**config.mk**
```make
export PLATFORM = sky130hd
export DESIGN_NAME = ask_remote_switch_code_sender_unit
export DESIGN_NICKNAME = d
export VERILOG_FILES = /design/src/rtl/arsc_pkg.sv /design/src/rtl/arsc_cfg_regs.sv /design/src/rtl/arsc_step_core.sv /design/src/rtl/arsc_out_reg.sv /design/src/rtl/ask_remote_switch_code_sender_unit.sv
export SDC_FILE = /design/constraint.sdc
export NUM_CORES = 1
export LEC_CHECK = 0
export BUFFER_PORTS_ARGS = -buffer_cell sky130_fd_sc_hd__buf_2
export CAP_MARGIN = 40
export CORE_MARGIN = 3
export CORE_UTILIZATION = 50
export DETAILED_ROUTE_END_ITERATION = 10
export GPL_TIMING_DRIVEN = 0
export HOLD_SLACK_MARGIN = 0.08
export PLACE_DENSITY = 0.7
export SYNTH_ARGS = -nofsm -noshare
export SYNTH_HDL_FRONTEND = slang
export SYNTH_HIERARCHICAL = 1
export SYNTH_SLANG_ARGS = --single-unit
```
**constraint.sdc**
```tcl
create_clock -name clk -period 2.8 [get_ports clk]
set_input_delay 0.56 -clock clk [delete_from_list [all_inputs] [get_ports clk]]
set_output_delay 0.56 -clock clk [all_outputs]
set_load 0.01 [all_outputs]
```
**src/rtl/arsc_pkg.sv**
```systemverilog
// arsc_pkg: shared types and constants for the remote switch code sender.
// Used by every module under rtl/; depends on nothing else.
package arsc_pkg;

    // transaction payloads
    typedef struct packed {
        logic        operation;
        logic        switch_on;
        logic [31:0] code;
    } in_item_t;

    typedef struct packed {
        logic       carrier_on;
        logic [7:0] period_preload;
        logic       preload_valid;
        logic       finished;
    } out_item_t;

    // configuration register file contents
    typedef struct packed {
        logic [7:0] short_preload;
        logic [7:0] long_preload;
        logic [7:0] pause_preload;
        logic [7:0] repeat_limit;
    } cfg_t;

    // result from the step logic toward the output register
    typedef struct packed {
        logic      valid;
        out_item_t data;
    } res_slot_t;

    // operation codes
    localparam logic OP_TICK = 1'b0;
    localparam logic OP_SEND = 1'b1;

    // register indexes
    localparam logic [1:0] REG_SHORT_PRELOAD = 2'd0;
    localparam logic [1:0] REG_LONG_PRELOAD  = 2'd1;
    localparam logic [1:0] REG_PAUSE_PRELOAD = 2'd2;
    localparam logic [1:0] REG_REPEAT_LIMIT  = 2'd3;

    // register reset values
    localparam logic [7:0] SHORT_PRELOAD_RST = 8'd205;
    localparam logic [7:0] LONG_PRELOAD_RST  = 8'd155;
    localparam logic [7:0] PAUSE_PRELOAD_RST = 8'd130;
    localparam logic [7:0] REPEAT_LIMIT_RST  = 8'd120;

    // code word marks
    localparam logic [31:0] ON_MARK  = 32'h0000_0100;
    localparam logic [31:0] OFF_MARK = 32'h0000_0400;

    // bit walk positions (one-hot mask kept as its bit index)
    localparam logic [4:0] TOP_POS      = 5'd31;
    localparam logic [4:0] CODE_END_POS = 5'd8;   // lowest transmitted code bit
    localparam logic [4:0] TRAIL_POS    = 5'd7;   // trailing on pulse
    localparam logic [4:0] LAST_POS     = 5'd0;

endpackage

```
**src/rtl/arsc_cfg_regs.sv**
```systemverilog
// arsc_cfg_regs: the four 8-bit configuration registers and their write port.
// Depends on arsc_pkg.
module arsc_cfg_regs (
    input  logic                clk,
    input  logic                rst_n,
    input  logic                cfg_write,
    input  logic [1:0]          cfg_index,
    input  logic [7:0]          cfg_wdata,
    output arsc_pkg::cfg_t      cfg
);

    arsc_pkg::cfg_t cfg_reg;
    arsc_pkg::cfg_t cfg_next;

    always_comb
    begin
        cfg_next = cfg_reg;
        if (cfg_write)
        begin
            case (cfg_index)
                arsc_pkg::REG_SHORT_PRELOAD: cfg_next.short_preload = cfg_wdata;
                arsc_pkg::REG_LONG_PRELOAD:  cfg_next.long_preload  = cfg_wdata;
                arsc_pkg::REG_PAUSE_PRELOAD: cfg_next.pause_preload = cfg_wdata;
                arsc_pkg::REG_REPEAT_LIMIT:  cfg_next.repeat_limit  = cfg_wdata;
                default:                     cfg_next = cfg_reg;
            endcase
        end
    end

    always_ff @(posedge clk or negedge rst_n)
    begin
        if (!rst_n)
        begin
            cfg_reg.short_preload <= arsc_pkg::SHORT_PRELOAD_RST;
            cfg_reg.long_preload  <= arsc_pkg::LONG_PRELOAD_RST;
            cfg_reg.pause_preload <= arsc_pkg::PAUSE_PRELOAD_RST;
            cfg_reg.repeat_limit  <= arsc_pkg::REPEAT_LIMIT_RST;
        end
        else
        begin
            cfg_reg <= cfg_next;
        end
    end

    assign cfg = cfg_reg;

endmodule

```
**src/rtl/arsc_step_core.sv**
```systemverilog
// arsc_step_core: sender state (code, repeat count, bit walk) and the
// combinational step logic for one transaction. Depends on arsc_pkg.
module arsc_step_core (
    input  logic                 clk,
    input  logic                 rst_n,
    input  logic                 fire,
    input  arsc_pkg::in_item_t   item,
    input  arsc_pkg::cfg_t       cfg,
    output arsc_pkg::res_slot_t  slot
);

    logic [31:0] code_reg,    code_next;
    logic [7:0]  repeats_reg, repeats_next;
    logic [4:0]  pos_reg,     pos_next;
    logic        half_reg,    half_next;
    logic        armed_reg,   armed_next;

    logic [4:0]  pos_eff;
    logic        half_eff;
    logic        code_bit;
    logic        carrier;
    logic [7:0]  preload;
    logic        half_new;

    always_comb
    begin
        code_next    = code_reg;
        repeats_next = repeats_reg;
        pos_next     = pos_reg;
        half_next    = half_reg;
        armed_next   = armed_reg;
        slot         = '0;

        // arming restarts the walk at the top bit
        pos_eff  = armed_reg ? pos_reg  : arsc_pkg::TOP_POS;
        half_eff = armed_reg ? half_reg : 1'b0;
        code_bit = code_reg[pos_eff];
        carrier  = 1'b0;
        preload  = cfg.pause_preload;
        half_new = ~half_eff;

        if (pos_eff >= arsc_pkg::CODE_END_POS)
        begin
            // one: long then short; zero: short then long
            carrier  = ~half_eff;
            preload  = (code_bit ^ half_eff) ? cfg.long_preload : cfg.short_preload;
            half_new = ~half_eff;
        end
        else if (pos_eff == arsc_pkg::TRAIL_POS)
        begin
            carrier  = 1'b1;
            preload  = cfg.short_preload;
            half_new = 1'b0;
        end

        if (fire)
        begin
            if (item.operation == arsc_pkg::OP_SEND)
            begin
                code_next    = item.code |
                               (item.switch_on ? arsc_pkg::ON_MARK : arsc_pkg::OFF_MARK);
                repeats_next = '0;
            end
            else if (repeats_reg == cfg.repeat_limit)
            begin
                // final tick: carrier off, stop
                repeats_next             = repeats_reg + 8'd1;
                armed_next               = 1'b0;
                pos_next                 = pos_eff;
                half_next                = half_eff;
                slot.valid               = 1'b1;
                slot.data.carrier_on     = 1'b0;
                slot.data.period_preload = '0;
                slot.data.preload_valid  = 1'b0;
                slot.data.finished       = 1'b1;
            end
            else if (repeats_reg < cfg.repeat_limit)
            begin
                armed_next = 1'b1;
                half_next  = half_new;
                pos_next   = pos_eff;
                if (!half_new)
                begin
                    if (pos_eff == arsc_pkg::LAST_POS)
                    begin
                        // block done
                        repeats_next = repeats_reg + 8'd1;
                        pos_next     = arsc_pkg::TOP_POS;
                    end
                    else
                    begin
                        pos_next = pos_eff - 5'd1;
                    end
                end
                slot.valid               = 1'b1;
                slot.data.carrier_on     = carrier;
                slot.data.period_preload = preload;
                slot.data.preload_valid  = 1'b1;
                slot.data.finished       = 1'b0;
            end
        end
    end

    always_ff @(posedge clk or negedge rst_n)
    begin
        if (!rst_n)
        begin
            code_reg    <= '0;
            repeats_reg <= '0;
            pos_reg     <= arsc_pkg::TOP_POS;
            half_reg    <= 1'b0;
            armed_reg   <= 1'b0;
        end
        else
        begin
            code_reg    <= code_next;
            repeats_reg <= repeats_next;
            pos_reg     <= pos_next;
            half_reg    <= half_next;
            armed_reg   <= armed_next;
        end
    end

endmodule

```
**src/rtl/arsc_out_reg.sv**
```systemverilog
// arsc_out_reg: result register on the output channel; frees itself when the
// consumer takes the transaction. Depends on arsc_pkg.
module arsc_out_reg (
    input  logic                 clk,
    input  logic                 rst_n,
    input  arsc_pkg::res_slot_t  slot,
    input  logic                 result_stall,
    output logic                 ready,
    output logic                 result_valid,
    output arsc_pkg::out_item_t  result
);

    logic                valid_reg, valid_next;
    arsc_pkg::out_item_t data_reg;

    assign ready      = !valid_reg || !result_stall;
    assign valid_next = ready ? slot.valid : valid_reg;

    always_ff @(posedge clk or negedge rst_n)
    begin
        if (!rst_n)
        begin
            valid_reg <= 1'b0;
        end
        else
        begin
            valid_reg <= valid_next;
        end
    end

    always_ff @(posedge clk)
    begin
        if (ready && slot.valid)
        begin
            data_reg <= slot.data;
        end
    end

    assign result_valid = valid_reg;
    assign result       = data_reg;

endmodule

```
**src/rtl/ask_remote_switch_code_sender_unit.sv**
```systemverilog
// ask_remote_switch_code_sender_unit: top level of the on-off-keyed remote
// switch code sender. Depends on arsc_pkg, arsc_cfg_regs, arsc_step_core, arsc_out_reg.
//
// A send transaction (operation = 1) stores the 32-bit code with bit 8 (on) or
// bit 10 (off) set and restarts the repeat count; it gives no result. Each tick
// transaction (operation = 0) advances the bit walk from bit 31 down to bit 8,
// every bit sent as a carrier-on half and a carrier-off half (one: long/short,
// zero: short/long), then a short trailing on pulse and a 14-tick off pause.
// Each tick gives one result: carrier state and the timer preload for the next
// period. The block repeats repeat_limit times; the tick after the last block
// gives a finished result with the carrier off, and later ticks give nothing
// until the next send. Timing: one transaction per cycle sustained unless
// result_stall holds the result register; a tick's result goes from the input
// register through the step logic into the result register, which presents
// it. The combinational step logic sets the rate. item_stall rises only when the
// input register is full and the result register is held by result_stall.
// Configuration registers may be written when idle.
module ask_remote_switch_code_sender_unit (
    input  logic                 clk,
    input  logic                 rst_n,
    input  logic                 item_valid,
    output logic                 item_stall,
    input  arsc_pkg::in_item_t   item,
    output logic                 result_valid,
    input  logic                 result_stall,
    output arsc_pkg::out_item_t  result,
    input  logic                 cfg_write,
    input  logic [1:0]           cfg_index,
    input  logic [7:0]           cfg_wdata
);

    arsc_pkg::cfg_t      cfg;
    arsc_pkg::res_slot_t slot;
    arsc_pkg::in_item_t  in_item_reg;
    logic                in_valid_reg, in_valid_next;
    logic                out_ready;
    logic                advance;
    logic                take;

    // input register: holds one transaction until the step logic can run
    assign advance       = in_valid_reg && out_ready;
    assign item_stall    = in_valid_reg && !out_ready;
    assign take          = item_valid && !item_stall;
    assign in_valid_next = take ? 1'b1 : (advance ? 1'b0 : in_valid_reg);

    always_ff @(posedge clk or negedge rst_n)
    begin
        if (!rst_n)
        begin
            in_valid_reg <= 1'b0;
        end
        else
        begin
            in_valid_reg <= in_valid_next;
        end
    end

    always_ff @(posedge clk)
    begin
        if (take)
        begin
            in_item_reg <= item;
        end
    end

    arsc_cfg_regs u_cfg (
        .clk       (clk),
        .rst_n     (rst_n),
        .cfg_write (cfg_write),
        .cfg_index (cfg_index),
        .cfg_wdata (cfg_wdata),
        .cfg       (cfg)
    );

    arsc_step_core u_core (
        .clk   (clk),
        .rst_n (rst_n),
        .fire  (advance),
        .item  (in_item_reg),
        .cfg   (cfg),
        .slot  (slot)
    );

    arsc_out_reg u_out (
        .clk          (clk),
        .rst_n        (rst_n),
        .slot         (slot),
        .result_stall (result_stall),
        .ready        (out_ready),
        .result_valid (result_valid),
        .result       (result)
    );

    // stall only with a transaction parked in the input register
    a_stall_needs_item: assert property (@(posedge clk) disable iff (!rst_n)
        !in_valid_reg |-> !item_stall)
        else $error("item_stall with empty input register");

    // a send never produces a result
    a_send_silent: assert property (@(posedge clk) disable iff (!rst_n)
        (advance && in_item_reg.operation == arsc_pkg::OP_SEND) |-> !slot.valid)
        else $error("send transaction produced a result");

    // finished result turns the carrier off and loads no preload
    a_finish_form: assert property (@(posedge clk) disable iff (!rst_n)
        (result_valid && result.finished) |-> (!result.carrier_on && !result.preload_valid))
        else $error("malformed finished result");

    // every other result carries a preload
    a_tick_form: assert property (@(posedge clk) disable iff (!rst_n)
        (result_valid && !result.finished) |-> result.preload_valid)
        else $error("tick result without preload");

endmodule
```
==> run_summary.xml, run 1 <==
<?xml version="1.0" encoding="UTF-8"?>
<metrics>
  <group name="cells_and_area">
    <metric name="areaGrowthSynthToFinish" unit="%">19.0</metric>
    <metric name="layout-drive-gt1-share" unit="">0.309</metric>
    <metric name="num_antenna_cells" unit="">0</metric>
    <metric name="largest_register_ff_count" unit="">34</metric>
    <metric name="finish.utilization" unit="">0.621</metric>
    <metric name="fin_nets" unit="">628</metric>
  </group>
  <group name="synthesis">
    <metric name="synth_commonest_cells" unit="">sky130_fd_sc_hd__nand2_1, sky130_fd_sc_hd__dfrtp_1, sky130_fd_sc_hd__edfxtp_1</metric>
    <metric name="synthCells" unit="">487</metric>
    <metric name="synth_most_common_cell" unit="">sky130_fd_sc_hd__nand2_1</metric>
    <metric name="synthDominantCellAreaShare" unit="">0.260</metric>
    <metric name="synthFlopType" unit="">sky130_fd_sc_hd__dfrtp_1</metric>
    <metric name="synth_top_area_cell" unit="">sky130_fd_sc_hd__dfrtp_1</metric>
    <metric name="synth_warnings" unit="">6</metric>
    <metric name="mapped_cell_area" unit="mm2">0.00578</metric>
    <metric name="postSynthAreaPerCell" unit="um2">11.9</metric>
    <metric name="yosys-top-cells-area" unit="">sky130_fd_sc_hd__dfrtp_1, sky130_fd_sc_hd__edfxtp_1, sky130_fd_sc_hd__dfstp_2</metric>
    <metric name="ys_seq_area_frac" unit="">0.589</metric>
    <metric name="synthesis.nets" unit="">548</metric>
    <metric name="asyncSetResetFlopFracSynth" unit="">0.643</metric>
    <metric name="synthDistinctLibCells" unit="">63</metric>
    <metric name="postSynthRegisterBits" unit="">126</metric>
    <metric name="edff_count_synth" unit="">45</metric>
  </group>
  <group name="route">
    <metric name="vias" unit="">3944</metric>
    <metric name="detail_route.vias_per_cell" unit="">5.48</metric>
    <metric name="wire_per_inst" unit="um">16.4</metric>
    <metric name="ant_nets" unit="">0</metric>
    <metric name="detail_route.iter0.violations" unit="">259</metric>
    <metric name="drt_drc_violations_left" unit="">0</metric>
    <metric name="drt_first_pass_iters" unit="">4</metric>
    <metric name="totalWireLength" unit="um">11800</metric>
  </group>
  <group name="die">
    <metric name="coreArea" unit="mm2">0.0111</metric>
    <metric name="ios" unit="">62</metric>
    <metric name="fp-row-count" unit="">38</metric>
    <metric name="fp.dieArea" unit="mm2">0.0129</metric>
    <metric name="initial_utilization" unit="">0.522</metric>
    <metric name="chipHeight" unit="um">114</metric>
    <metric name="die_width" unit="um">114</metric>
  </group>
  <group name="clock_tree">
    <metric name="cts.hold.buffers_added" unit="">0</metric>
    <metric name="clk_pin_slew" unit="ns">0.05</metric>
    <metric name="cts_buffers" unit="">17</metric>
    <metric name="tritoncts_clock_tree" unit="">built</metric>
    <metric name="ctsHtreeMaxLevel" unit="">4</metric>
    <metric name="cts_buffer_depth" unit="">2</metric>
    <metric name="clock-sinks" unit="">126</metric>
    <metric name="worst_skew_pair.late_latency" unit="ns">0.41</metric>
    <metric name="clock_tree.root_cell" unit="">sky130_fd_sc_hd__clkbuf_16</metric>
  </group>
  <group name="timing">
    <metric name="post_route_skew" unit="ns">0.00751</metric>
    <metric name="setup_repair_after_global_routing_missed_its_margin" unit="">false</metric>
    <metric name="report.final.setup_viol" unit="">0</metric>
    <metric name="setup_tns" unit="ns">0</metric>
    <metric name="worst-slew-pin-transition" unit="ns">0.618</metric>
    <metric name="layout_worst_path_cycle_share" unit="">0.944</metric>
    <metric name="hold_viol" unit="">0</metric>
    <metric name="timing.max_slew.rel_slack" unit="">0.586</metric>
    <metric name="report.final.slew_viol_count" unit="">0</metric>
    <metric name="period_needed" unit="ns">2.64</metric>
    <metric name="max_freq" unit="GHz">0.378</metric>
  </group>
  <group name="power">
    <metric name="power.ir.vdd_worst" unit="mV">0.527</metric>
    <metric name="powerDensity" unit="mW/mm2">887</metric>
    <metric name="total_leakage_power" unit="uW">0.00303</metric>
  </group>
  <group name="worst_setup_path">
    <metric name="critical-path-top-cell-by-count" unit="">sky130_fd_sc_hd__buf_6</metric>
    <metric name="critical_path_end_type" unit="">flop</metric>
    <metric name="slowest_stage_cell_crit_path" unit="">sky130_fd_sc_hd__dfstp_2</metric>
    <metric name="worstPathCellList" unit="">buf_6 &gt; buf_6 &gt; mux2_4 &gt; a211oi_2 &gt; o211ai_1 &gt; and2_4 &gt; o31a_4 &gt; o221a_1</metric>
    <metric name="timing.critical_path.slowest_cell_delay" unit="ns">0.52</metric>
    <metric name="timing.critical_path.from_type" unit="">flop</metric>
    <metric name="worst_case_register_to_register_setup_slack" unit="ns">0.16</metric>
    <metric name="worst_ep_arrival_time" unit="ns">2.80</metric>
    <metric name="worst-path-max-fanout" unit="">10</metric>
    <metric name="crit_required" unit="ns">2.95</metric>
    <metric name="worstSetupPathType" unit="">reg2reg</metric>
  </group>
  <group name="global_routing">
    <metric name="grt_pass1_vias" unit="">4117</metric>
    <metric name="grt_antenna_before_repair" unit="">0</metric>
    <metric name="grt_pass1_wl" unit="um">20100</metric>
    <metric name="grt_use_total" unit="">0.201</metric>
    <metric name="largest_net_degree_at_the_start_of_global_routing" unit="">45</metric>
    <metric name="grt_overflow_total" unit="">0</metric>
  </group>
  <group name="place">
    <metric name="gp_routability_congestion" unit="">0.780</metric>
    <metric name="dpl.hpwl" unit="um">8170</metric>
    <metric name="portBuffers" unit="">61</metric>
  </group>
  <group name="flow_run">
    <metric name="drv.max_cap_violation_count" unit="">0</metric>
  </group>
  <group name="min_path">
    <metric name="worst_min_delay_path_category" unit="">in2async</metric>
  </group>
  <group name="status">
    <metric name="run_status" unit="">completed</metric>
  </group>
</metrics>
## worst paths after layout
kind                                    from                    end  cells past startpoint
max                        u_core/pos_reg[0]        u_out/result[6]                      8
min                                    rst_n  u_core/repeats_reg[7]                      1
max reg2reg                u_core/pos_reg[0]        u_out/result[6]                      8
min reg2reg                  in_item_reg[21]    u_core/code_reg[21]                      2
max in group asynchronous              rst_n      u_core/pos_reg[0]                      2
min in group clk                    item[11]        in_item_reg[11]                      1
## power by group
| part | leakage [uW] | internal (uW) | total, uW | switching, uW |
|---|---|---|---|---|
| sequential | 0.00139 | 2280 | 2470 | 193 |
| combinational | 0.00137 | 680 | 1580 | 899 |
| clock | 0.000263 | 1320 | 2050 | 730 |
| total | 0.00303 | 4280 | 6100 | 1820 |
## critical path: cells and delay by family (launching register included)
kind                   cells  cell delay (ns)
AND/OR/NAND/NOR            1             0.22
flip-flops                 1             0.52
AO/OA/AOI/OAI              4             1.03
buffers and inverters      2             0.31
multiplexers               1             0.32
## placed cells by master (no fill, tap or decap), drive strengths merged, types with 3 or more instances in the layout
master	Yosys	routed
a21boi	3	3
nand2	119	119
o211a	8	8
nand3	10	10
o221a	8	8
inv	13	13
nand2b	6	6
nor3b	5	5
nand3b	3	3
nand4	7	7
clkinv	0	4
o21ai	13	13
or3	5	5
a21oi	18	18
clkbuf	14	35
and2	8	8
ha	12	12
mux2	47	47
dfstp	21	21
o211ai	3	3
dfrtp	60	60
buf	5	69
o22ai	5	5
nor2b	5	5
nor2	11	11
edfxtp	45	45
a31oi	4	4
## routing by layer
metal / track usage / routed length, um
met2: 0.346 / 6100
met4: 0.0721 / 189
met1: 0.241 / 5040
met5: 0 / 0
met3: 0.0568 / 485
## timing repair
item / in CTS / in global routing
setup endpoints to repair: 11 / 27
gates resized for setup: 1 / 4
setup buffers: 1 / 0
## cell type report
type / count / area, um2
Tap cell: 140 / 175
Clock inverter: 8 / 92.6
Clock buffer: 24 / 462
Fill cell: 881 / 4200
Timing Repair Buffer: 64 / 355
Buffer: 16 / 78.8
Inverter: 13 / 48.8
Sequential cell: 126 / 3400
Multi-Input combinational cell: 329 / 2260
## kinds of logic (layout without fill, tap and decap cells)
| family | after synthesis | after routing | synth area share |
|---|---|---|---|
| and+or+nand+nor | 188 | 188 | 0.157 |
| muxes | 47 | 47 | 0.0935 |
| AOI/OAI and AO/OA | 79 | 79 | 0.106 |
| buffers and inverters | 32 | 125 | 0.0238 |
| xor gates and xnor gates | 3 | 3 | 0.00455 |
| adders and majority gates | 12 | 12 | 0.0260 |
| DFF | 126 | 126 | 0.589 |
## through the flow
stage / hold slack (ns) / std cells / cell area, um2 / worst slack (ns) / power (uW)
after floorplan: 0.264 / 487 / 5780 / 0.308 / 3600
after global placement: 0.423 / 688 / 6260 / -0.169 / 3990
after detailed placement: 0.422 / 690 / 6290 / -0.214 / 4070
after CTS: 0.112 / 723 / 6870 / 0.0501 / 6170
after global routing: 0.126 / 720 / 6880 / 0.0366 / 6460
final: 0.111 / 720 / 6880 / 0.156 / 6100
Note: power is estimated with default switching activity, not from simulation.
==> run 2: changes to the inputs <==
--- a/config.mk
+++ b/config.mk
@@ -7,6 +7,7 @@
 export LEC_CHECK = 0
 export BUFFER_PORTS_ARGS = -buffer_cell sky130_fd_sc_hd__buf_2
 export CAP_MARGIN = 40
+export CORE_ASPECT_RATIO = 0.75
 export CORE_MARGIN = 3
 export CORE_UTILIZATION = 50
 export DETAILED_ROUTE_END_ITERATION = 10
==> run_summary.xml, run 2 (same netlist as run 1, synthesis figures left out) <==
<?xml version="1.0" encoding="UTF-8"?>
<metrics>
  <group name="status">
    <metric name="run_status" unit="">completed</metric>
  </group>
  <group name="worst_setup_path">
    <metric name="crit_required" unit="ns">3.13</metric>
    <metric name="startpoint" unit="">u_core/armed_reg</metric>
    <metric name="worst-path-max-fanout" unit="">10</metric>
    <metric name="timing.critical_path.from_type" unit="">flop</metric>
    <metric name="timing.critical_path.slowest_cell_delay" unit="ns">0.47</metric>
    <metric name="slowest_stage_cell_crit_path" unit="">sky130_fd_sc_hd__dfrtp_1</metric>
    <metric name="worstPathCellList" unit="">clkbuf_1 &gt; nand2b_1 &gt; inv_1 &gt; ha_1 &gt; and4b_1 &gt; a311oi_2 &gt; buf_2 &gt; or3_1 &gt; a21oi_1</metric>
    <metric name="worst_r2r_startpoint" unit="">u_core/armed_reg</metric>
    <metric name="worstSetupPathType" unit="">reg2reg</metric>
    <metric name="critical_path_end_type" unit="">flop</metric>
    <metric name="worst_ep_arrival_time" unit="ns">3.02</metric>
    <metric name="worst_case_register_to_register_setup_slack" unit="ns">0.11</metric>
  </group>
  <group name="timing">
    <metric name="layout_worst_path_cycle_share" unit="">0.962</metric>
    <metric name="worst-slew-pin-transition" unit="ns">0.777</metric>
    <metric name="period_needed" unit="ns">2.69</metric>
    <metric name="report.final.slew_viol_count" unit="">0</metric>
    <metric name="hold_viol" unit="">0</metric>
    <metric name="post_route_skew" unit="ns">0.0100</metric>
    <metric name="max_freq" unit="GHz">0.371</metric>
    <metric name="timing.max_slew.rel_slack" unit="">0.481</metric>
    <metric name="report.final.setup_viol" unit="">0</metric>
  </group>
  <group name="min_path">
    <metric name="worst_min_delay_path_category" unit="">in2reg</metric>
    <metric name="hold_path_startpoint" unit="">item[15]</metric>
  </group>
  <group name="clock_tree">
    <metric name="tritoncts_clock_tree" unit="">built</metric>
    <metric name="cts_buffers" unit="">17</metric>
    <metric name="clock-sinks" unit="">126</metric>
    <metric name="clock_tree.root_cell" unit="">sky130_fd_sc_hd__clkbuf_16</metric>
    <metric name="worst_skew_pair.late_latency" unit="ns">0.42</metric>
    <metric name="ctsHtreeMaxLevel" unit="">4</metric>
    <metric name="clk_pin_slew" unit="ns">0.06</metric>
    <metric name="cts_buffer_depth" unit="">2</metric>
  </group>
  <group name="global_routing">
    <metric name="grt_overflow_total" unit="">0</metric>
    <metric name="global_route.usage.met3" unit="">0.0607</metric>
    <metric name="gr-usage-met2" unit="">0.297</metric>
    <metric name="grt_pass1_vias" unit="">4003</metric>
    <metric name="grt_use_total" unit="">0.199</metric>
    <metric name="grt_pass1_wl" unit="um">19800</metric>
    <metric name="busiest_layer" unit="">met2</metric>
    <metric name="largest_net_degree_at_the_start_of_global_routing" unit="">64</metric>
    <metric name="globalRouteMet1Util" unit="">0.280</metric>
    <metric name="grt_antenna_before_repair" unit="">0</metric>
  </group>
  <group name="die">
    <metric name="die_width" unit="um">130</metric>
    <metric name="initial_utilization" unit="">0.520</metric>
    <metric name="coreArea" unit="mm2">0.0111</metric>
    <metric name="ios" unit="">62</metric>
    <metric name="chipHeight" unit="um">99.1</metric>
    <metric name="fp-row-count" unit="">33</metric>
    <metric name="fp.dieArea" unit="mm2">0.0129</metric>
  </group>
  <group name="power">
    <metric name="net-switching-power" unit="uW">1930</metric>
    <metric name="power.combinational.fraction" unit="">0.257</metric>
    <metric name="total_leakage_power" unit="uW">0.00306</metric>
    <metric name="powerDensity" unit="mW/mm2">908</metric>
    <metric name="clock_power_share" unit="">0.352</metric>
    <metric name="power.share.switching" unit="">0.306</metric>
    <metric name="power.ir.vdd_worst" unit="mV">0.543</metric>
    <metric name="seq_power_share" unit="">0.392</metric>
    <metric name="intPower" unit="uW">4380</metric>
  </group>
  <group name="route">
    <metric name="ant_nets" unit="">0</metric>
    <metric name="drt_first_pass_iters" unit="">5</metric>
    <metric name="vias" unit="">4013</metric>
    <metric name="wire_per_inst" unit="um">17.1</metric>
    <metric name="detail_route.iter0.violations" unit="">254</metric>
    <metric name="drt_drc_violations_left" unit="">0</metric>
    <metric name="totalWireLength" unit="um">12400</metric>
    <metric name="detail_route.vias_per_cell" unit="">5.55</metric>
  </group>
  <group name="cells_and_area">
    <metric name="layout-drive-gt1-share" unit="">0.321</metric>
    <metric name="largest_register_ff_count" unit="">34</metric>
    <metric name="fill_cells" unit="">876</metric>
    <metric name="areaGrowthSynthToFinish" unit="%">20.2</metric>
    <metric name="finish.utilization" unit="">0.626</metric>
    <metric name="layout.cells.non_filler" unit="">723</metric>
    <metric name="layout_common_cells" unit="">sky130_fd_sc_hd__nand2_1, sky130_fd_sc_hd__buf_2, sky130_fd_sc_hd__dfrtp_1, sky130_fd_sc_hd__edfxtp_1, sky130_fd_sc_hd__mux2_2</metric>
    <metric name="fin_nets" unit="">631</metric>
    <metric name="layout_commonest_cell" unit="">sky130_fd_sc_hd__nand2_1</metric>
    <metric name="num_antenna_cells" unit="">0</metric>
  </group>
  <group name="place">
    <metric name="gp_routability_congestion" unit="">0.849</metric>
    <metric name="portBuffers" unit="">61</metric>
    <metric name="placed_cells_incl_taps" unit="">690</metric>
    <metric name="dpl.hpwl" unit="um">8490</metric>
  </group>
  <group name="flow_run">
    <metric name="drv.max_cap_violation_count" unit="">0</metric>
  </group>
</metrics>
==> run 2: metal layers <==
metal  wire, um  vias to the layer above
met5          0                        -
met4        100                        0
met3        656                       10
met2       5690                      127
met1       5920                     1962
li1           -                     1914
==> run 2: what timing repair did <==
item	in CTS	in global routing
setup endpoints to repair	11	26
resized for setup	1	4
hold buffers	1	0
buffers inserted	0	1
hold endpoints to repair	15	0
==> run 2: worst paths after layout <==
check | to | depth (start not counted)
max | u_core/repeats_reg[6] | 9
min | in_item_reg[15] | 1
max reg2reg | u_core/repeats_reg[6] | 9
min reg2reg | u_core/code_reg[0] | 2
max in group asynchronous | u_core/pos_reg[3] | 3
min in group asynchronous | u_out/result_valid | 2
==> run 2: critical path: cells and delay by family, from the launching register on <==
family,cells,cell delay [ns]
flip-flops,1,0.47
AO/OA/AOI/OAI,2,0.35
AND/OR/NAND/NOR,3,0.86
buffers and inverters,3,0.77
adder cells (fa/ha/maj),1,0.16
==> run 2: through the flow <==
step	hold WS (ns)	worst slack, ns	setup TNS [ns]	power (uW)	instance area (um2)
3_3_place_gp	0.425	-0.157	-2.67	3990	6260
6_report	0.315	0.108	0	6310	6950
5_1_grt	0.297	-0.0208	-0.0208	6620	6950
2_1_floorplan	0.264	0.308	0	3600	5780
3_5_place_dp	0.424	-0.141	-1.55	4070	6300
4_1_cts	0.304	0.0573	0	6330	6920
==> run 2: area by class of cell <==
type | instances | area (um2) | area share
Timing Repair Buffer | 65 | 373 | 0.0537
Sequential cell | 126 | 3400 | 0.490
Tap cell | 140 | 175 | 0.0252
Multi-Input combinational cell | 329 | 2260 | 0.325
Clock inverter | 14 | 165 | 0.0238
Inverter | 13 | 48.8 | 0.00702
Buffer | 18 | 86.3 | 0.0124
Clock buffer | 18 | 439 | 0.0632
==> run 2: power by group through the flow <==
stage	Clock (uW)	Combinational [uW]	Sequential (uW)
after floorplan	0	1170	2430
after global placement	0	1530	2460
after detailed placement	0	1590	2470
after CTS	2270	1610	2450
after global routing	2360	1760	2510
final	2220	1620	2470
